$ cat config.mk
export PLATFORM = sky130hd
export DESIGN_NAME = rtr565_addr
export DESIGN_NICKNAME = d
export VERILOG_FILES = /design/src/design/rtr565_pkg.sv /design/src/design/rtr565_addr.sv
export SDC_FILE = /design/constraint.sdc
export NUM_CORES = 1
export LEC_CHECK = 0
export ABC_AREA = 1
export BUFFER_PORTS_ARGS = -buffer_cell sky130_fd_sc_hd__buf_2
export CAP_MARGIN = 10
export CORE_UTILIZATION = 51
export DETAILED_ROUTE_END_ITERATION = 6
export PLACE_DENSITY = 0.85
export SYNTH_ARGS = -nofsm -noshare
export SYNTH_HDL_FRONTEND = slang
export SYNTH_SLANG_ARGS = --single-unit
$ cat constraint.sdc
create_clock -name vclk -period 5.8
set_input_delay 1.16 -clock vclk [all_inputs]
set_output_delay 1.16 -clock vclk [all_outputs]
set_load 0.02 [all_outputs]
$ cat src/design/rtr565_pkg.sv
// Package for the RGBA8 to tiled RGB565/A4 converter.
// Sizes, register indexes and the word types of both channels; no dependencies.
package rtr565_pkg;

    localparam int MAX_WIDTH   = 4096;
    localparam int MAX_HEIGHT  = 2048;
    localparam int ICON_SIZE   = 64;

    localparam int COL_W       = $clog2(MAX_WIDTH);
    localparam int ROW_W       = $clog2(MAX_HEIGHT);
    localparam int STORE_DEPTH = MAX_WIDTH / 2;
    localparam int STORE_AW    = $clog2(STORE_DEPTH);
    localparam int ICON_COLS   = MAX_WIDTH / ICON_SIZE;
    localparam int ICON_ROWS   = MAX_HEIGHT / ICON_SIZE;
    localparam int ICW_W       = $clog2(ICON_COLS + 1);
    localparam int ICH_W       = $clog2(ICON_ROWS + 1);
    localparam int ICON_W      = $clog2(ICON_COLS * ICON_ROWS);
    localparam int ICON_PIX_W  = $clog2(ICON_SIZE);

    localparam int FULL_INDEX_W = 23;
    localparam int HALF_INDEX_W = 21;
    localparam int LANE_W       = 9;
    localparam int LANES_W      = 4 * LANE_W;

    localparam int CFG_INDEX_W = 3;
    localparam int CFG_DATA_W  = 13;

    localparam logic [CFG_INDEX_W-1:0] REG_IMAGE_WIDTH   = 3'd0;
    localparam logic [CFG_INDEX_W-1:0] REG_IMAGE_HEIGHT  = 3'd1;
    localparam logic [CFG_INDEX_W-1:0] REG_FULL_COLOR_ON = 3'd2;
    localparam logic [CFG_INDEX_W-1:0] REG_FULL_ALPHA_ON = 3'd3;
    localparam logic [CFG_INDEX_W-1:0] REG_HALF_ON       = 3'd4;

    typedef struct packed {
        logic [7:0] red;
        logic [7:0] green;
        logic [7:0] blue;
        logic [7:0] alpha;
    } pixel_t;

    typedef struct packed {
        logic [LANE_W-1:0] a;
        logic [LANE_W-1:0] b;
        logic [LANE_W-1:0] g;
        logic [LANE_W-1:0] r;
    } lanes_t;

    typedef struct packed {
        logic [FULL_INDEX_W-1:0] full_index;
        logic [15:0]             full_color;
        logic [3:0]              full_alpha;
        logic                    full_color_write;
        logic                    full_alpha_write;
        logic                    half_write;
        logic [HALF_INDEX_W-1:0] half_index;
        logic [15:0]             half_color;
        logic [3:0]              half_alpha;
        logic                    frame_end;
    } result_t;

endpackage

$ cat src/design/rtr565_addr.sv
// Tiled write addresses: icon number plus 8x8 Morton tile offsets, full and half size.
// Depends on rtr565_pkg.
module rtr565_addr
    import rtr565_pkg::*;
(
    input  logic [COL_W-1:0]        x,
    input  logic [ROW_W-1:0]        y,
    input  logic [ICH_W-1:0]        icons_h,
    output logic [FULL_INDEX_W-1:0] full_index,
    output logic [HALF_INDEX_W-1:0] half_index
);

    localparam int XI_W = COL_W - ICON_PIX_W;
    localparam int PROD_W = ICH_W + XI_W;

    logic [PROD_W-1:0] icon_col_base;
    logic [ICON_W-1:0] icon;
    logic [5:0]        full_morton;
    logic [5:0]        half_morton;

    assign icon_col_base = PROD_W'(icons_h) * PROD_W'(x[COL_W-1:ICON_PIX_W]);
    assign icon = ICON_W'(icon_col_base) + ICON_W'(y[ROW_W-1:ICON_PIX_W]);

    assign full_morton = {y[2], x[2], y[1], x[1], y[0], x[0]};
    assign half_morton = {y[3], x[3], y[2], x[2], y[1], x[1]};

    assign full_index = FULL_INDEX_W'({icon, y[5:3], x[5:3], full_morton});
    assign half_index = HALF_INDEX_W'({icon, y[5:4], x[5:4], half_morton});

endmodule

* After elaboration in Yosys (flattened, before gate mapping)
Index checks and enable logic that the tools add are counted.
Word-level totals: register bits 0, input port bits 29, output and inout port bits 44, logic and storage cells 2
Cells by class: add/sub/neg operators 1, multiply operators 1
Operators by type and width (count):
- $add 11x5->11 | 1
- $mul 6x6->11 | 1

* Logic depth before layout (Yosys ltp)
depth after elaboration 2, mapped depth 19, gate-level depth less buffers 18

* Worst setup path before layout
Ideal clock, no wire load.
path type input -> output, from input icons_h[2], to output half_index[18], data arrival time 4.478 ns, data required time 4.640 ns, setup slack 0.162 ns, stages 15, path buffers 1, path through nand2_1 -> fa_1 -> inv_1 -> fa_1 -> inv_1 -> fa_1 -> inv_1 -> ha_1 -> ha_1 -> nand2_1 -> nand2_4 -> nor2_1 -> nand2_1 -> xor2_1 -> buf_4
Between the ends: word-level cells in the longest chain between the ends 2
Ends and longest elaborated chain:
- start: declaration | line rtr565_addr.sv:8 | input logic [ICH_W-1:0] icons_h,
- $mul 6x6->11 | line rtr565_addr.sv:21 | assign icon_col_base = PROD_W'(icons_h) * PROD_W'(x[COL_W-1:ICON_PIX_W]);
- $add 11x5->11 | line rtr565_addr.sv:22 | assign icon = ICON_W'(icon_col_base) + ICON_W'(y[ROW_W-1:ICON_PIX_W]);
- end: declaration | line rtr565_addr.sv:10 | output logic [HALF_INDEX_W-1:0] half_index
Every way passes these cells.

* Final worst setup path
from input icons_h[1], to output full_index[22]
Between the ends: word-level cells in the longest chain between the ends 2
Ends and longest elaborated chain:
- $mul 6x6->11 | line rtr565_addr.sv:21
- $add 11x5->11 | line rtr565_addr.sv:22
- end: declaration | line rtr565_addr.sv:9 | output logic [FULL_INDEX_W-1:0] full_index,
Every way passes these cells.

==> run_summary.xml <==
<?xml version="1.0" encoding="UTF-8"?>
<metrics>
  <group name="cells_and_area">
    <metric name="filler_cell_count" unit="">273</metric>
    <metric name="drive_above_1_share" unit="%">25.21</metric>
    <metric name="multi_input_comb_area" unit="mm^2">0.001244</metric>
    <metric name="regArea" unit="um^2">0</metric>
    <metric name="final_net_count" unit="">320</metric>
    <metric name="number_of_diodes" unit="">0</metric>
    <metric name="postLayoutCoreUtil" unit="%">56.10</metric>
    <metric name="seq_cells" unit="">0</metric>
    <metric name="num-clock-buffers" unit="">0</metric>
    <metric name="area_growth_syn_to_layout" unit="%">4.151</metric>
    <metric name="final_design_area_no_fill" unit="mm^2">0.001727</metric>
  </group>
  <group name="pwr">
    <metric name="areal_power_density_over_the_cells" unit="mW/mm^2">369.6</metric>
    <metric name="design_power_total" unit="mW">0.6382</metric>
    <metric name="power_leakage" unit="nW">1.172</metric>
    <metric name="power.ir.vdd_worst" unit="mV">0.3985</metric>
  </group>
  <group name="global_route">
    <metric name="grt_usage" unit="%">16.84</metric>
    <metric name="met2_usage" unit="%">31.33</metric>
    <metric name="grt_overflow_total" unit="">0</metric>
    <metric name="grt_start_max_net_pins" unit="">7</metric>
    <metric name="globalRoute.busiestLayer" unit="">met2</metric>
    <metric name="groute.layer.met3.usage" unit="%">0</metric>
    <metric name="met1_usage" unit="%">21.89</metric>
    <metric name="wire_length_of_the_first_global_routing_pass" unit="um">4712</metric>
    <metric name="grt_antenna_before_repair" unit="">0</metric>
    <metric name="number_of_global_route_vias_before_repair" unit="">1184</metric>
  </group>
  <group name="drt">
    <metric name="drt-wirelength-per-cell" unit="um">10.16</metric>
    <metric name="drc_markers" unit="">0</metric>
    <metric name="routed_via_count" unit="">1335</metric>
    <metric name="postRouteAntennaNets" unit="">0</metric>
    <metric name="detailedRoute.firstIterationViolations" unit="">58</metric>
    <metric name="dr.pass1.iters" unit="">4</metric>
    <metric name="routed_via_density" unit="">4.668</metric>
    <metric name="drt-total-wl" unit="um">2907</metric>
  </group>
  <group name="sta">
    <metric name="min_period_over_period" unit="%">97.47</metric>
    <metric name="worst_tran_pin_value" unit="ns">0.2711</metric>
    <metric name="grt_setup_unrepaired" unit="">true</metric>
    <metric name="maximum_frequency_from_static_timing_analysis" unit="MHz">176.9</metric>
    <metric name="slew_headroom" unit="%">81.80</metric>
    <metric name="finalWorstPathRequiredPeriod" unit="ns">5.653</metric>
    <metric name="final_count_of_pins_violating_max_slew" unit="">0</metric>
    <metric name="worst_hold_slack" unit="ns">2.320</metric>
    <metric name="setup-tns-final" unit="ns">0</metric>
    <metric name="hold_viol" unit="">0</metric>
    <metric name="setup_viol" unit="">0</metric>
  </group>
  <group name="die">
    <metric name="start_util" unit="%">53.86</metric>
    <metric name="fp-row-count" unit="">20</metric>
    <metric name="die_width" unit="um">59.02</metric>
    <metric name="fp.dieH" unit="um">59.02</metric>
    <metric name="core" unit="mm^2">0.003078</metric>
    <metric name="die_area" unit="mm^2">0.003483</metric>
    <metric name="floorplan.io_pins" unit="">73</metric>
  </group>
  <group name="setup_path">
    <metric name="crit_chain" unit="">buf_2 -&gt; nand2_1 -&gt; inv_1 -&gt; fa_1 -&gt; fa_1 -&gt; inv_1 -&gt; fa_1 -&gt; inv_1 -&gt; ha_1 -&gt; ha_4 -&gt; nand2_2 -&gt; nor2_4 -&gt; nand3_2 -&gt; nand3_2 -&gt; inv_2 -&gt; nand2_1 -&gt; nand2_1 -&gt; buf_4</metric>
    <metric name="timing.critical_path.arrival" unit="ns">4.49</metric>
    <metric name="timing.critical_path.slowest_stage_cell" unit="">fa_1</metric>
    <metric name="criticalPathCategory" unit="">input port to output pin</metric>
    <metric name="worst-endpoint-required" unit="ns">4.64</metric>
    <metric name="cpPeakStageDelay" unit="ns">0.55</metric>
    <metric name="end_kind" unit="">output pin</metric>
    <metric name="critical_path_peak_fanout" unit="">6</metric>
    <metric name="setup.worst_path.start_class" unit="">input port</metric>
  </group>
  <group name="yosys">
    <metric name="syn-mean-instance-area" unit="um^2">7.025</metric>
    <metric name="synth_nets" unit="">312</metric>
    <metric name="synth_cells" unit="">236</metric>
    <metric name="synth_top_family_by_area" unit="">adder cells</metric>
    <metric name="area_fraction_in_compound_gates_after_synthesis" unit="%">2.717</metric>
    <metric name="synth-xor-area-share" unit="%">3.698</metric>
    <metric name="yosys-top-cells-area" unit="">ha_1 22%, fa_1 22%, buf_4 15%</metric>
    <metric name="synthTopCellsByCount" unit="">59 x nand2_1, 57 x inv_1, 33 x buf_4, 29 x ha_1, 18 x fa_1</metric>
    <metric name="post_synth_and_or_nand_nor_area_fraction" unit="%">21.43</metric>
    <metric name="netlist_area_pre_place" unit="mm^2">0.001658</metric>
    <metric name="post-synth-top-area-fraction" unit="%">21.89</metric>
    <metric name="synth_top_area_cell" unit="">ha_1</metric>
    <metric name="synth.mux.area_fraction" unit="%">0</metric>
    <metric name="synth_sequential_area_ratio" unit="%">0</metric>
    <metric name="post_synth_fa_ha_maj_area_fraction" unit="%">43.62</metric>
    <metric name="synthDistinctLibCells" unit="">18</metric>
    <metric name="synth_most_common_cell" unit="">nand2_1</metric>
    <metric name="ys.warnings.count" unit="">0</metric>
  </group>
  <group name="placement">
    <metric name="postPlaceCellArea" unit="mm^2">0.001660</metric>
    <metric name="detailedPlacementHpwl" unit="um">2499</metric>
    <metric name="gp_congestion" unit="">0.8837</metric>
    <metric name="portBuffers" unit="">39</metric>
  </group>
  <group name="status">
    <metric name="result_of_the_run" unit="">finished, final reports clean</metric>
  </group>
  <group name="min_path">
    <metric name="holdCritPathClass" unit="">input port to output pin</metric>
  </group>
  <group name="flow_run">
    <metric name="drv.max_cap_violation_count" unit="">0</metric>
  </group>
  <group name="clock_tree">
    <metric name="cts_setup_buffers" unit="">0</metric>
  </group>
</metrics>
where the power goes:
| part | leakage, nW | internal [mW] | switching, mW | total (mW) |
|---|---|---|---|---|
| logic | 1.17 | 0.241 | 0.397 | 0.638 |
| clock network | 0 | 0 | 0 | 0 |
| registers | 0 | 0 | 0 | 0 |
critical path: cells and delay by family:
family        cells  cell delay [ns]
fa+ha+maj         5             2.25
buf+inv           6             0.50
simple gates      7             0.60
metal layers:
layer	up-vias	share of wire, %
li1	675	-
met1	621	40
met2	32	54
met3	7	4.3
met4	0	1.2
met5	-	0
worst paths after layout:
| kind | to | from | cells past startpoint | slack [ns] |
|---|---|---|---|---|
| max | full_index[22] | icons_h[1] | 18 | 0.15 |
| min | full_index[0] | x[0] | 0 | 2.32 |
stage by stage:
step           instances  worst slack, ns
3_5_place_dp         286          0.05352
3_3_place_gp         286           0.1343
4_1_cts              286          0.05230
5_1_grt              286         -0.03155
6_report             286           0.1466
2_1_floorplan        236           0.1619
layout make-up:
class              count  share of cell area [%]
inverters             60                   13.04
multi-input cells    143                   72.03
well taps             44                   3.188
repair buffers        39                   11.74
cell usage in the layout (no fill, tap or decap):
cell type,synthesis,routed
nand3_1,7,6
nand3_2,2,3
ha_2,0,1
nand2_4,1,1
nor2_4,0,1
ha_1,29,25
nand2_1,59,57
inv_1,57,57
nor2_2,2,1
fa_1,18,18
xnor2_1,3,3
inv_2,2,2
xor2_1,4,4
buf_2,0,36
nand2_2,7,9
a21oi_1,6,5
ha_4,0,3
nor2_1,3,3
clkinv_1,1,1
a21boi_1,1,1
a21oi_2,0,1
a21o_1,1,1
buf_4,33,3
cell families after synthesis:
group           count (synthesis)
compound gates                  8
xor+xnor                        7
fa+ha+maj                      47
buf+inv                        93
simple gates                   81
what timing repair did:
item                                    CTS  global route
endpoints found under the setup margin    0            10
resized for setup                         0            12
hold buffers                              0             0
No activity file was read; power rests on OpenSTA's default activity.
