`src/design/rtr565_ram.sv`:
```
// Generic single-write, single-read RAM with registered read data.
// No dependencies.
module rtr565_ram #(
    parameter int WIDTH = 8,
    parameter int DEPTH = 16
) (
    input  logic                     clk,
    input  logic                     wr_en,
    input  logic [$clog2(DEPTH)-1:0] wr_addr,
    input  logic [WIDTH-1:0]         wr_data,
    input  logic                     rd_en,
    input  logic [$clog2(DEPTH)-1:0] rd_addr,
    output logic [WIDTH-1:0]         rd_data
);

    logic [WIDTH-1:0] mem [DEPTH];

    always_ff @(posedge clk)
    begin
        if (wr_en)
        begin
            mem[wr_addr] <= wr_data;
        end
        if (rd_en)
        begin
            rd_data <= mem[rd_addr];
        end
    end

endmodule

```
`config.mk`:
```
export PLATFORM = sky130hd
export DESIGN_NAME = rtr565_ram
export DESIGN_NICKNAME = d
export VERILOG_FILES = /design/src/design/rtr565_ram.sv
export SDC_FILE = /design/constraint.sdc
export NUM_CORES = 1
export LEC_CHECK = 0
export CAP_MARGIN = 20
export CORE_AREA = 4 4 103 105
export DETAILED_ROUTE_END_ITERATION = 12
export DIE_AREA = 0 0 107 109
export DONT_BUFFER_PORTS = 1
export MAX_ROUTING_LAYER = met4
export PLACE_DENSITY = 0.69
export SETUP_SLACK_MARGIN = 0.15
export SLEW_MARGIN = 20
export SYNTH_ARGS = -nofsm -noshare
export SYNTH_HDL_FRONTEND = slang
export SYNTH_SLANG_ARGS = --single-unit
```
`constraint.sdc`:
```
create_clock -name clk -period 2.2 [get_ports clk]
set_input_delay 0.22 -clock clk [delete_from_list [all_inputs] [get_ports clk]]
set_output_delay 0.22 -clock clk [all_outputs]
set_load 0.01 [all_outputs]
```
# Word-level counts from Yosys, hierarchy flattened
# Memories as Yosys holds them, arrays and structs flattened. A register that Yosys moved wholly into a read port is not among the register bits.
# Index checks and enable logic that the tools add are counted.
dict set report word_totals {
  regBits 0
  latch_bits 0
  mem_bits_rw 128
  romBits 0
  in_bits 19
  output_inout_bits 8
  word_cells 3
  n_memories 1
}
# memory depth word_bits read_ports rd_clocked_by_memory_dff write_ports line
set memory_table {}
lappend memory_table {mem 16 8 1 1 1 16} ;# logic [WIDTH-1:0] mem [DEPTH];
dict set report op_classes {
  addsub 0
  multipliers 0
  div_mod_pow 0
  n_lt_le_gt_ge 0
  eq_ne 0
  shifts 0
  n_mux 2
  n_bitwise 0
  n_reduce_logical 0
}
# operator count
set op_table {}
lappend op_table {{$mux 1} 2}

# Depth between registers and ports, before layout
# Gate-level depths: netlist of the first run.
dict set report logic_depth {
  word_depth 2
  ltp_mapped 5
}

# Worst setup path before layout of the first run
# Ideal clock, no wire load.
dict set report synth_path {
  kind {input-to-reg}
  startpoint {input wr_addr[2]}
  endpoint {memory mem[0][0], enable pin}
  setup_time_ns 0.383
  arrival_ns 1.330
  t_required_ns 1.817
  setup_slack_ns 0.487
  cell_stages 2
  path_buffers 0
  cell_sequence {or3b_2 -> nor3_1}
}
# element line
set synth_rtl {}
lappend synth_rtl {{start: declaration} 9} ;# input logic [$clog2(DEPTH)-1:0] wr_addr,
lappend synth_rtl {{end: declaration} 16}
# Straight into the memory's write port.

==> flow_summary.json, run 1 <==
{
  "outcome": "finished clean",
  "holdCritPathClass": "input port to flop",
  "rows": 36,
  "synth_seq_area_share_pct": 78.1,
  "setup_viol": 0,
  "cts_num_sinks": 136,
  "cap_viol_max_count": 0,
  "synthDistinctLibCells": 18,
  "skew_ns": 0.0116,
  "startpoint_type": "flop",
  "area_growth_pct": 17.5,
  "r2r-start": "mem[1][6]",
  "io_buffers": 0,
  "final_cell_mix": "136 x edfxtp_1, 18 x mux4_2, 16 x a22oi_1, 16 x clkbuf_16, 16 x buf_4",
  "layout-drive-gt1-share_pct": 22.8,
  "clkLatencyLatePin_ns": 0.50,
  "fill_cells": 670,
  "io-pin-count": 27,
  "drt_first_pass_iters": 4,
  "drc": 0,
  "hpwlAfterDp_um": 5720,
  "finalNonFillerCells": 409,
  "final_common_cell": "edfxtp_1",
  "yosys_warnings": 0,
  "wire_per_inst_um": 22.7,
  "use_met3_pct": 4.80,
  "max-vdd-ir-drop_mv": 0.656,
  "holdPathEnd": "mem[2][4]",
  "start_util_pct": 54.2,
  "num_antenna_cells": 0,
  "cp-end-kind": "flop",
  "synth_cells": 229,
  "layout_min_cycle_time_ns": 1.53,
  "grt_pass1_wl_um": 14500,
  "root_buffer": "clkbuf_8",
  "path_class": "flop to flop",
  "avgViaCountPerCell": 5.72,
  "crit_path_max_fanout": 1,
  "gp_congestion": 0.780,
  "worst_pin_slew_ns": 0.707,
  "busiest_layer": "met2",
  "grt_max_degree": 33,
  "core_sq_um": 9640,
  "worstHoldPathCells": 2,
  "maxSlewHeadroom_pct": 52.7,
  "use_met1_pct": 23.5,
  "cp.required_ns": 2.44,
  "finalHoldViolations": 0,
  "nets": 282,
  "die_h_um": 109,
  "syn-mean-instance-area_sq_um": 22.8,
  "rsz0062_at_grt": "false",
  "rr_worst_depth": 3,
  "syn-num-nets": 248,
  "htreeDepth": 4,
  "synth-seq-cells": 136,
  "use_met2_pct": 29.5,
  "p_per_area_nw_per_um2": 988,
  "grt_pass1_vias": 2538,
  "drtIter0Drc": 140,
  "dp_cells": 368,
  "r2r-end": "rd_data[6]",
  "slew_viol_final": 0,
  "grt_use_total_pct": 18.4,
  "die-area_sq_um": 11700,
  "antenna_found_initial": 0,
  "ctsResizeCount": 0,
  "rrSetupSlack_ns": 0.67,
  "min_from": "wr_addr[3]",
  "routed_wl_um": 9280,
  "max_freq_mhz": 654,
  "period_share_pct": 69.5,
  "vias": 2339,
  "clock_path_buffers": 2,
  "die_w_um": 107,
  "tritoncts": "built",
  "gr-total-overflow": 0,
  "ant_nets": 0,
  "cp.arrival_ns": 1.77,
  "tns_ns": 0,
  "path_clk_slew_ns": 0.06,
  "synth_area_sq_um": 5230,
  "p_leak_nw": 2.03,
  "cts_made_buffers": 17
}
## cells in the mapped netlist
master / count / area, sq um
and2_1: 1 / 6.26
clkdlybuf4s25_2: 3 / 30.0
buf_2: 3 / 15.0
edfxtp_1: 136 / 4080
or3b_2: 1 / 8.76
mux4_1: 14 / 368
nand3_1: 1 / 5.00
nand2_1: 9 / 33.8
nor3_1: 4 / 20.0
a22oi_1: 16 / 120
nand2b_1: 2 / 12.5
nand3b_1: 2 / 15.0
mux4_2: 18 / 405
nor2b_1: 1 / 6.26
buf_4: 1 / 7.51
nor2_1: 13 / 48.8
and2b_1: 1 / 7.51
buf_6: 3 / 33.8
## worst max-delay path by stage
stage                     depth (start not counted)  slack (ns)        from         end
after CTS                                         3        0.62   mem[1][6]  rd_data[6]
after global placement                            2        0.56  wr_addr[2]   mem[1][2]
after floorplan                                   2        0.49  wr_addr[2]   mem[0][0]
after detailed placement                          2        0.50  wr_addr[2]   mem[1][3]
after global routing                              3        0.62   mem[5][1]  rd_data[1]
final                                             3        0.67   mem[1][6]  rd_data[6]
## registers in the layout, indices dropped and copies added (netlist names)
signal,count
mem,128
rd_data,8
## timing repair
action / 4_1_cts / 5_1_grt
hold endpoints to repair: 136 / 0
setup buffers: 0 / 0
hold buffers: 9 / 0
## per-stage QoR
| stage | hold WS (ns) | util, % | worst slack (ns) | cell area, sq um | power [W] |
|---|---|---|---|---|---|
| 4_1_cts | 0.0654 | 63.7 | 0.622 | 6140 | 0.00611 |
| 2_1_floorplan | 0.319 | - | 0.487 | 5230 | 0.00314 |
| 3_3_place_gp | 0.320 | 56.3 | 0.561 | 5430 | 0.00315 |
| 3_5_place_dp | 0.320 | 56.3 | 0.505 | 5430 | 0.00315 |
| 5_1_grt | 0.0748 | 63.7 | 0.624 | 6140 | 0.00627 |
| 6_report | 0.0928 | 63.7 | 0.670 | 6140 | 0.00607 |
## area by class of cell
cell class	count	area [sq um]	area share (%)
Clock buffer	18	418	6.81
Clock inverter	14	205	3.34
Multi-Input combinational cell	83	1060	17.2
Sequential cell	136	4080	66.5
Tap cell	133	166	2.71
Timing Repair Buffer	25	210	3.42
## cells by family after synthesis
kind of cell / share of synthesized area, %
buffers and inverters: 1.65
DFF: 78.1
muxes: 14.8
AOI/OAI and AO/OA: 2.30
and+or+nand+nor: 3.14
## critical path, stage by stage (launching register included)
cell	delay, ns
edfxtp_1	0.38
mux4_2	0.47
a22oi_1	0.28
nand2_1	0.14
## power breakdown
part           internal [W]  switching [W]  total, W
combinational     0.0000978       0.000104  0.000201
clock               0.00194       0.000982   0.00292
sequential          0.00292      0.0000215   0.00294
## routing by layer
metal  part of all wire (%)  vias to the layer above
met1                     40                     1195
li1                       -                     1050
met2                     51                       90
met3                    8.0                        4
met4                   0.52                        0
met5                      0                        -
Note: power is estimated with default switching activity, not from simulation.
==> run 2: changes to the inputs <==
Settings changed: ABC_AREA set to 1, CORE_AREA 4 4 103 105 to 4 4 109 111, DIE_AREA 0 0 107 109 to 0 0 113 115.
Clock period 2.2 ns to 1.42 ns, I/O delays scaled along.
==> flow_summary.json, run 2 <==
{
  "final_common_cell": "nand2_1",
  "path_class": "input port to flop",
  "cpPeakStageDelay_ns": 0.93,
  "root_buffer": "clkbuf_8",
  "avgViaCountPerCell": 5.22,
  "io_buffers": 0,
  "gp_congestion": 0.852,
  "io-pin-count": 27,
  "r2r-start": "mem[12][0]",
  "grt_pass1_wl_um": 20500,
  "synth_cells": 551,
  "grt_pass1_vias": 3777,
  "cts_num_sinks": 136,
  "top_regs": "mem (128), rd_data (8)",
  "area_growth_pct": 15.3,
  "syn-mean-instance-area_sq_um": 10.6,
  "core_sq_um": 10800,
  "layout_min_cycle_time_ns": 1.20,
  "die-area_sq_um": 13000,
  "cts_made_buffers": 17,
  "clkLatencyLatePin_ns": 0.51,
  "synth_top_area_share_pct": 69.8,
  "startpoint": "rd_addr[2]",
  "p_per_area_nw_per_um2": 1370,
  "fill_cells": 830,
  "p_leak_nw": 2.88,
  "max-vdd-ir-drop_mv": 0.997,
  "use_met2_pct": 36.1,
  "final_cell_mix": "173 x nand2_1, 136 x edfxtp_1, 100 x inv_1",
  "syn-num-nets": 570,
  "busiest_layer": "met2",
  "yosys_warnings": 0,
  "finalHoldViolations": 0,
  "top_register": "mem",
  "tritoncts": "built",
  "die_h_um": 115,
  "path_clk_slew_ns": 0.06,
  "rsz0062_at_grt": "false",
  "worst_slack_ns": 0.220,
  "cp.buffers_inverters": 1,
  "cap_viol_max_count": 0,
  "cpLargestDelayFamily": "buffers and inverters",
  "startpoint_type": "input port",
  "ys_top_cells_by_area": "edfxtp_1 70%, nand2_1 11%, nand3_1 8.3%",
  "synth_commonest_cells": "173 x nand2_1, 136 x edfxtp_1, 100 x inv_1, 97 x nand3_1, 17 x nor2_1",
  "use_met1_pct": 27.9,
  "rrSetupSlack_ns": 0.26,
  "synthDistinctLibCells": 11,
  "outcome": "finished clean",
  "drtIter0Drc": 247,
  "path_depth": 4,
  "drt_first_pass_iters": 4,
  "synth-main-ff-cell": "edfxtp_1",
  "maxSlewHeadroom_pct": 47.5,
  "period_share_pct": 84.5,
  "slew_viol_final": 0,
  "synth_area_sq_um": 5850,
  "ant_nets": 0,
  "holdCritPathClass": "input port to flop",
  "path_cells": "dlygate4sd3_1, nand3_1, nand3_1, nand2_1",
  "rows": 38,
  "cp.arrival_ns": 1.46,
  "synth_seq_area_share_pct": 69.8,
  "nets": 599,
  "async_flop_share_pct": 0,
  "largest_reg_flops": 128,
  "clock_path_buffers": 2,
  "die_w_um": 113,
  "synth-seq-cells": 136,
  "crit_path_top_delay_cell": "dlygate4sd3_1",
  "endpoint": "rd_data[6]",
  "wire_per_inst_um": 17.7,
  "tns_ns": 0,
  "synth_top_area_cell": "edfxtp_1",
  "synth_edf_count": 136,
  "max_freq_mhz": 833,
  "hpwlAfterDp_um": 7910,
  "vias": 3833,
  "use_met3_pct": 5.53,
  "drc": 0,
  "routed_wl_um": 13000,
  "setup_viol": 0,
  "worst_pin_slew_ns": 0.785,
  "cp-end-kind": "flop",
  "crit_top_cell": "nand3_1",
  "antenna_found_initial": 2,
  "grt_max_degree": 66,
  "pre_cts_ws_ns": 0.124,
  "htreeDepth": 4,
  "crit_path_max_fanout": 14,
  "grt_use_total_pct": 22.3,
  "skew_ns": 0.00773,
  "synth_most_common_cell": "nand2_1",
  "gr-total-overflow": 0,
  "r2r-end": "rd_data[0]",
  "layout-drive-gt1-share_pct": 8.95,
  "rr_worst_depth": 6,
  "cp.required_ns": 1.68,
  "start_util_pct": 54.2
}
## run 2: cell types whose count changed in the layout (fill, tap and decap cells not counted), sizes merged, moves of 3 or more
cell         change
buf              +6
a22oi           -16
dlygate4sd3      +3
nor3             -4
inv            +103
nand2          +164
nand3           +96
mux4            -32
nor2             +4
## run 2: timing repair
action,in CTS,in global routing
hold buffers,12,0
gates resized for setup,0,0
hold endpoints to repair,144,0
setup buffers,0,0
setup endpoints to repair,0,0
## run 2: cell families after synthesis
kind of cell / share of synthesized area, %
buffers and inverters: 9.39
AND/OR/NAND/NOR: 20.8
flip-flops: 69.8
## run 2: layout make-up
type	count	area, sq um	area share (%)
flip-flops and latches	136	4080	60.6
multi-input cells	289	1210	18.0
clock buffers	18	418	6.20
inverters	102	383	5.68
repair buffers	34	310	4.60
well taps	140	175	2.60
clock inverters	13	154	2.28
diodes	2	5.00	0.0742
## run 2: where the power goes
part / internal (W) / leakage, nW / switching [W]
Clock: 0.00265 / 0.274 / 0.00156
Sequential: 0.00453 / 1.24 / 0.0000415
Combinational: 0.000156 / 1.37 / 0.000320
Total: 0.00733 / 2.88 / 0.00192
## run 2: worst min-delay path by stage
stage / from / endpoint / slack, ns / cells past startpoint
floorplan: wr_data[0] / mem[0][0] / 0.24 / 0
global placement: wr_data[4] / mem[2][4] / 0.24 / 0
detailed placement: wr_data[4] / mem[2][4] / 0.24 / 0
CTS: rd_addr[1] / rd_data[1] / 0.001 / 4
global route: rd_addr[1] / rd_data[5] / 0.03 / 4
finish: rd_addr[1] / rd_data[7] / 0.03 / 4
## run 2: per-layer routing
metal	vias up	share of wire (%)
li1	1844	-
met1	1835	41
met2	139	50
met3	15	7.1
met4	0	1.5
met5	-	0
## run 2: through the flow
| stage | total power (W) | util [%] | std cells | cell area [sq um] | hold WS, ns |
|---|---|---|---|---|---|
| 2_1_floorplan | 0.00495 | - | 551 | 5850 | 0.241 |
| 3_3_place_gp | 0.00501 | 56.0 | 689 | 6050 | 0.242 |
| 3_5_place_dp | 0.00502 | 56.0 | 689 | 6050 | 0.242 |
| 4_1_cts | 0.00931 | 62.4 | 732 | 6740 | 0.00146 |
| 5_1_grt | 0.00960 | 62.5 | 734 | 6740 | 0.0297 |
| 6_report | 0.00925 | 62.5 | 734 | 6740 | 0.0258 |
## run 2: worst min-delay path, delay by kind of cell
family / cells / cell delay [ns]
AND/OR/NAND/NOR: 4 / 0.28
==> run 3: changes to the inputs <==
Settings changed: PLACE_DENSITY 0.69 to 0.71.
Clock period 1.42 ns to 1.1 ns, I/O delays scaled along.
==> flow_summary.json, run 3 (synthesized netlist as in run 2, its figures left out) <==
{
  "io_buffers": 0,
  "start_util_pct": 54.2,
  "top_regs": "mem (128), rd_data (8)",
  "p_leak_nw": 2.96,
  "setup_viol": 4,
  "grt_pass1_wl_um": 21300,
  "cts_num_sinks": 136,
  "cts_made_buffers": 17,
  "period_share_pct": 102,
  "seq_power_share_pct": 48.5,
  "regArea_sq_um": 4080,
  "combPwrFrac_pct": 5.5,
  "max-vdd-ir-drop_mv": 1.11,
  "final_common_cell": "nand2_1",
  "path_clk_slew_ns": 0.06,
  "io-pin-count": 27,
  "whs_ns": -0.119,
  "worst_slack_ns": -0.0264,
  "drtIter0Drc": 373,
  "pre_cts_ws_ns": -0.123,
  "gp_congestion": 0.829,
  "core_sq_um": 10800,
  "die-area_sq_um": 13000,
  "finalHoldViolations": 8,
  "startpoint_type": "flop",
  "multiInputGateArea_sq_um": 1430,
  "skew_ns": 0.00565,
  "gr-total-overflow": 0,
  "layout-drive-gt1-share_pct": 16.8,
  "layout_min_cycle_time_ns": 1.13,
  "outcome": "complete, but fails checks",
  "fill_cells": 778,
  "vias": 3901,
  "swShare_pct": 20.4,
  "rows": 38,
  "drt_first_pass_iters": 5,
  "slew_viol_final": 0,
  "cp-end-kind": "flop",
  "die_w_um": 113,
  "largest_reg_flops": 128,
  "cp.required_ns": 1.38,
  "area_growth_pct": 19.5,
  "hpwlAfterDp_um": 7980,
  "antenna_found_initial": 0,
  "num_antenna_cells": 0,
  "internal_power_w": 0.00969,
  "routed_wl_um": 13500,
  "max_freq_mhz": 888,
  "die_h_um": 115,
  "rrSetupSlack_ns": -0.03,
  "maxSlewHeadroom_pct": 48.5,
  "worst_pin_slew_ns": 0.771,
  "crit_path_max_fanout": 1,
  "grt_pass1_vias": 3877,
  "violations": "negative hold slack, negative setup slack",
  "grt_max_degree": 66,
  "htreeDepth": 4,
  "cap_viol_max_count": 0,
  "grt_use_total_pct": 22.8,
  "holdCritPathClass": "input port to flop",
  "final_cell_mix": "169 x nand2_1, 136 x edfxtp_1, 99 x inv_1",
  "tns_ns": -0.0425,
  "switching_power_w": 0.00248,
  "drc": 0,
  "wire_per_inst_um": 18.6,
  "clock_power_share_pct": 46.0,
  "ctsHoldBuffers": 10,
  "nets": 594,
  "top_register": "mem",
  "cp.arrival_ns": 1.41,
  "ant_nets": 0,
  "clkLatencyLatePin_ns": 0.53,
  "rsz0062_at_grt": "true",
  "p_per_area_nw_per_um2": 1740,
  "path_class": "flop to flop",
  "avgViaCountPerCell": 5.38,
  "root_buffer": "clkbuf_8",
  "tritoncts": "built",
  "clock_path_buffers": 2
}
[run 3: cell types whose count changed in the layout (fill, tap and decap cells not counted), moves of 5 or more]
cell,previous run,this run
buf_4,20,12
buf_12,2,7
nand3_1,97,58
nor2_1,17,11
nor2_2,0,6
nand3_2,0,39
[run 3: power groups by stage]
stage	clock [W]	sequential (W)	combinational, W
floorplan	0	0.00599	0.000414
global placement	0	0.00600	0.000468
detailed placement	0	0.00601	0.000482
CTS	0.00565	0.00590	0.000642
global route	0.00590	0.00591	0.000739
finish	0.00560	0.00590	0.000671
[run 3: layout make-up]
cell class	count	area share (%)
sequential	136	58.5
multi-input combinational	289	20.5
clock buffer	19	6.04
inverter	102	5.48
timing repair buffer	29	4.76
tap	140	2.51
clock inverter	10	2.22
[run 3: critical path: stages, from the launching register on]
cell and delay (ns):
edfxtp_1 0.37, nand2_1 0.07, nand2_1 0.07, nand2_1 0.09, nand3_2 0.09, nand3_2 0.13
nand2_1 0.06
[run 3: worst paths after layout]
check                                 from         end  cells after the start
worst max-delay path             mem[2][6]  rd_data[6]                      6
worst min-delay path            rd_addr[2]  rd_data[2]                      3
worst max register to register   mem[2][6]  rd_data[6]                      6
worst min register to register   mem[0][0]  rd_data[0]                      6
[run 3: repair_timing]
item	in CTS	in global routing
pin swaps	21	21
endpoints found under the setup margin	16	32
endpoints found under the hold margin	144	8
resized for setup	25	19
setup buffers	0	0
[run 3: layer usage]
layer  global-route usage, %  up-vias  routed length, um
met2                    33.8      212               6340
met4                    9.05        0                361
met5                       -        -                  0
met1                    30.1     1829               5490
met3                    6.11       27               1280
li1                        -     1833                  -
[run 3: metrics by stage]
step                      utilization (%)  power [W]  instances  area (sq um)
after floorplan                         -    0.00640        551          5860
after global placement               56.5    0.00647        686          6100
after detailed placement             56.5    0.00649        686          6100
after CTS                            63.9     0.0122        725          6900
after global routing                 64.7     0.0125        725          6990
final                                64.7     0.0122        725          6990
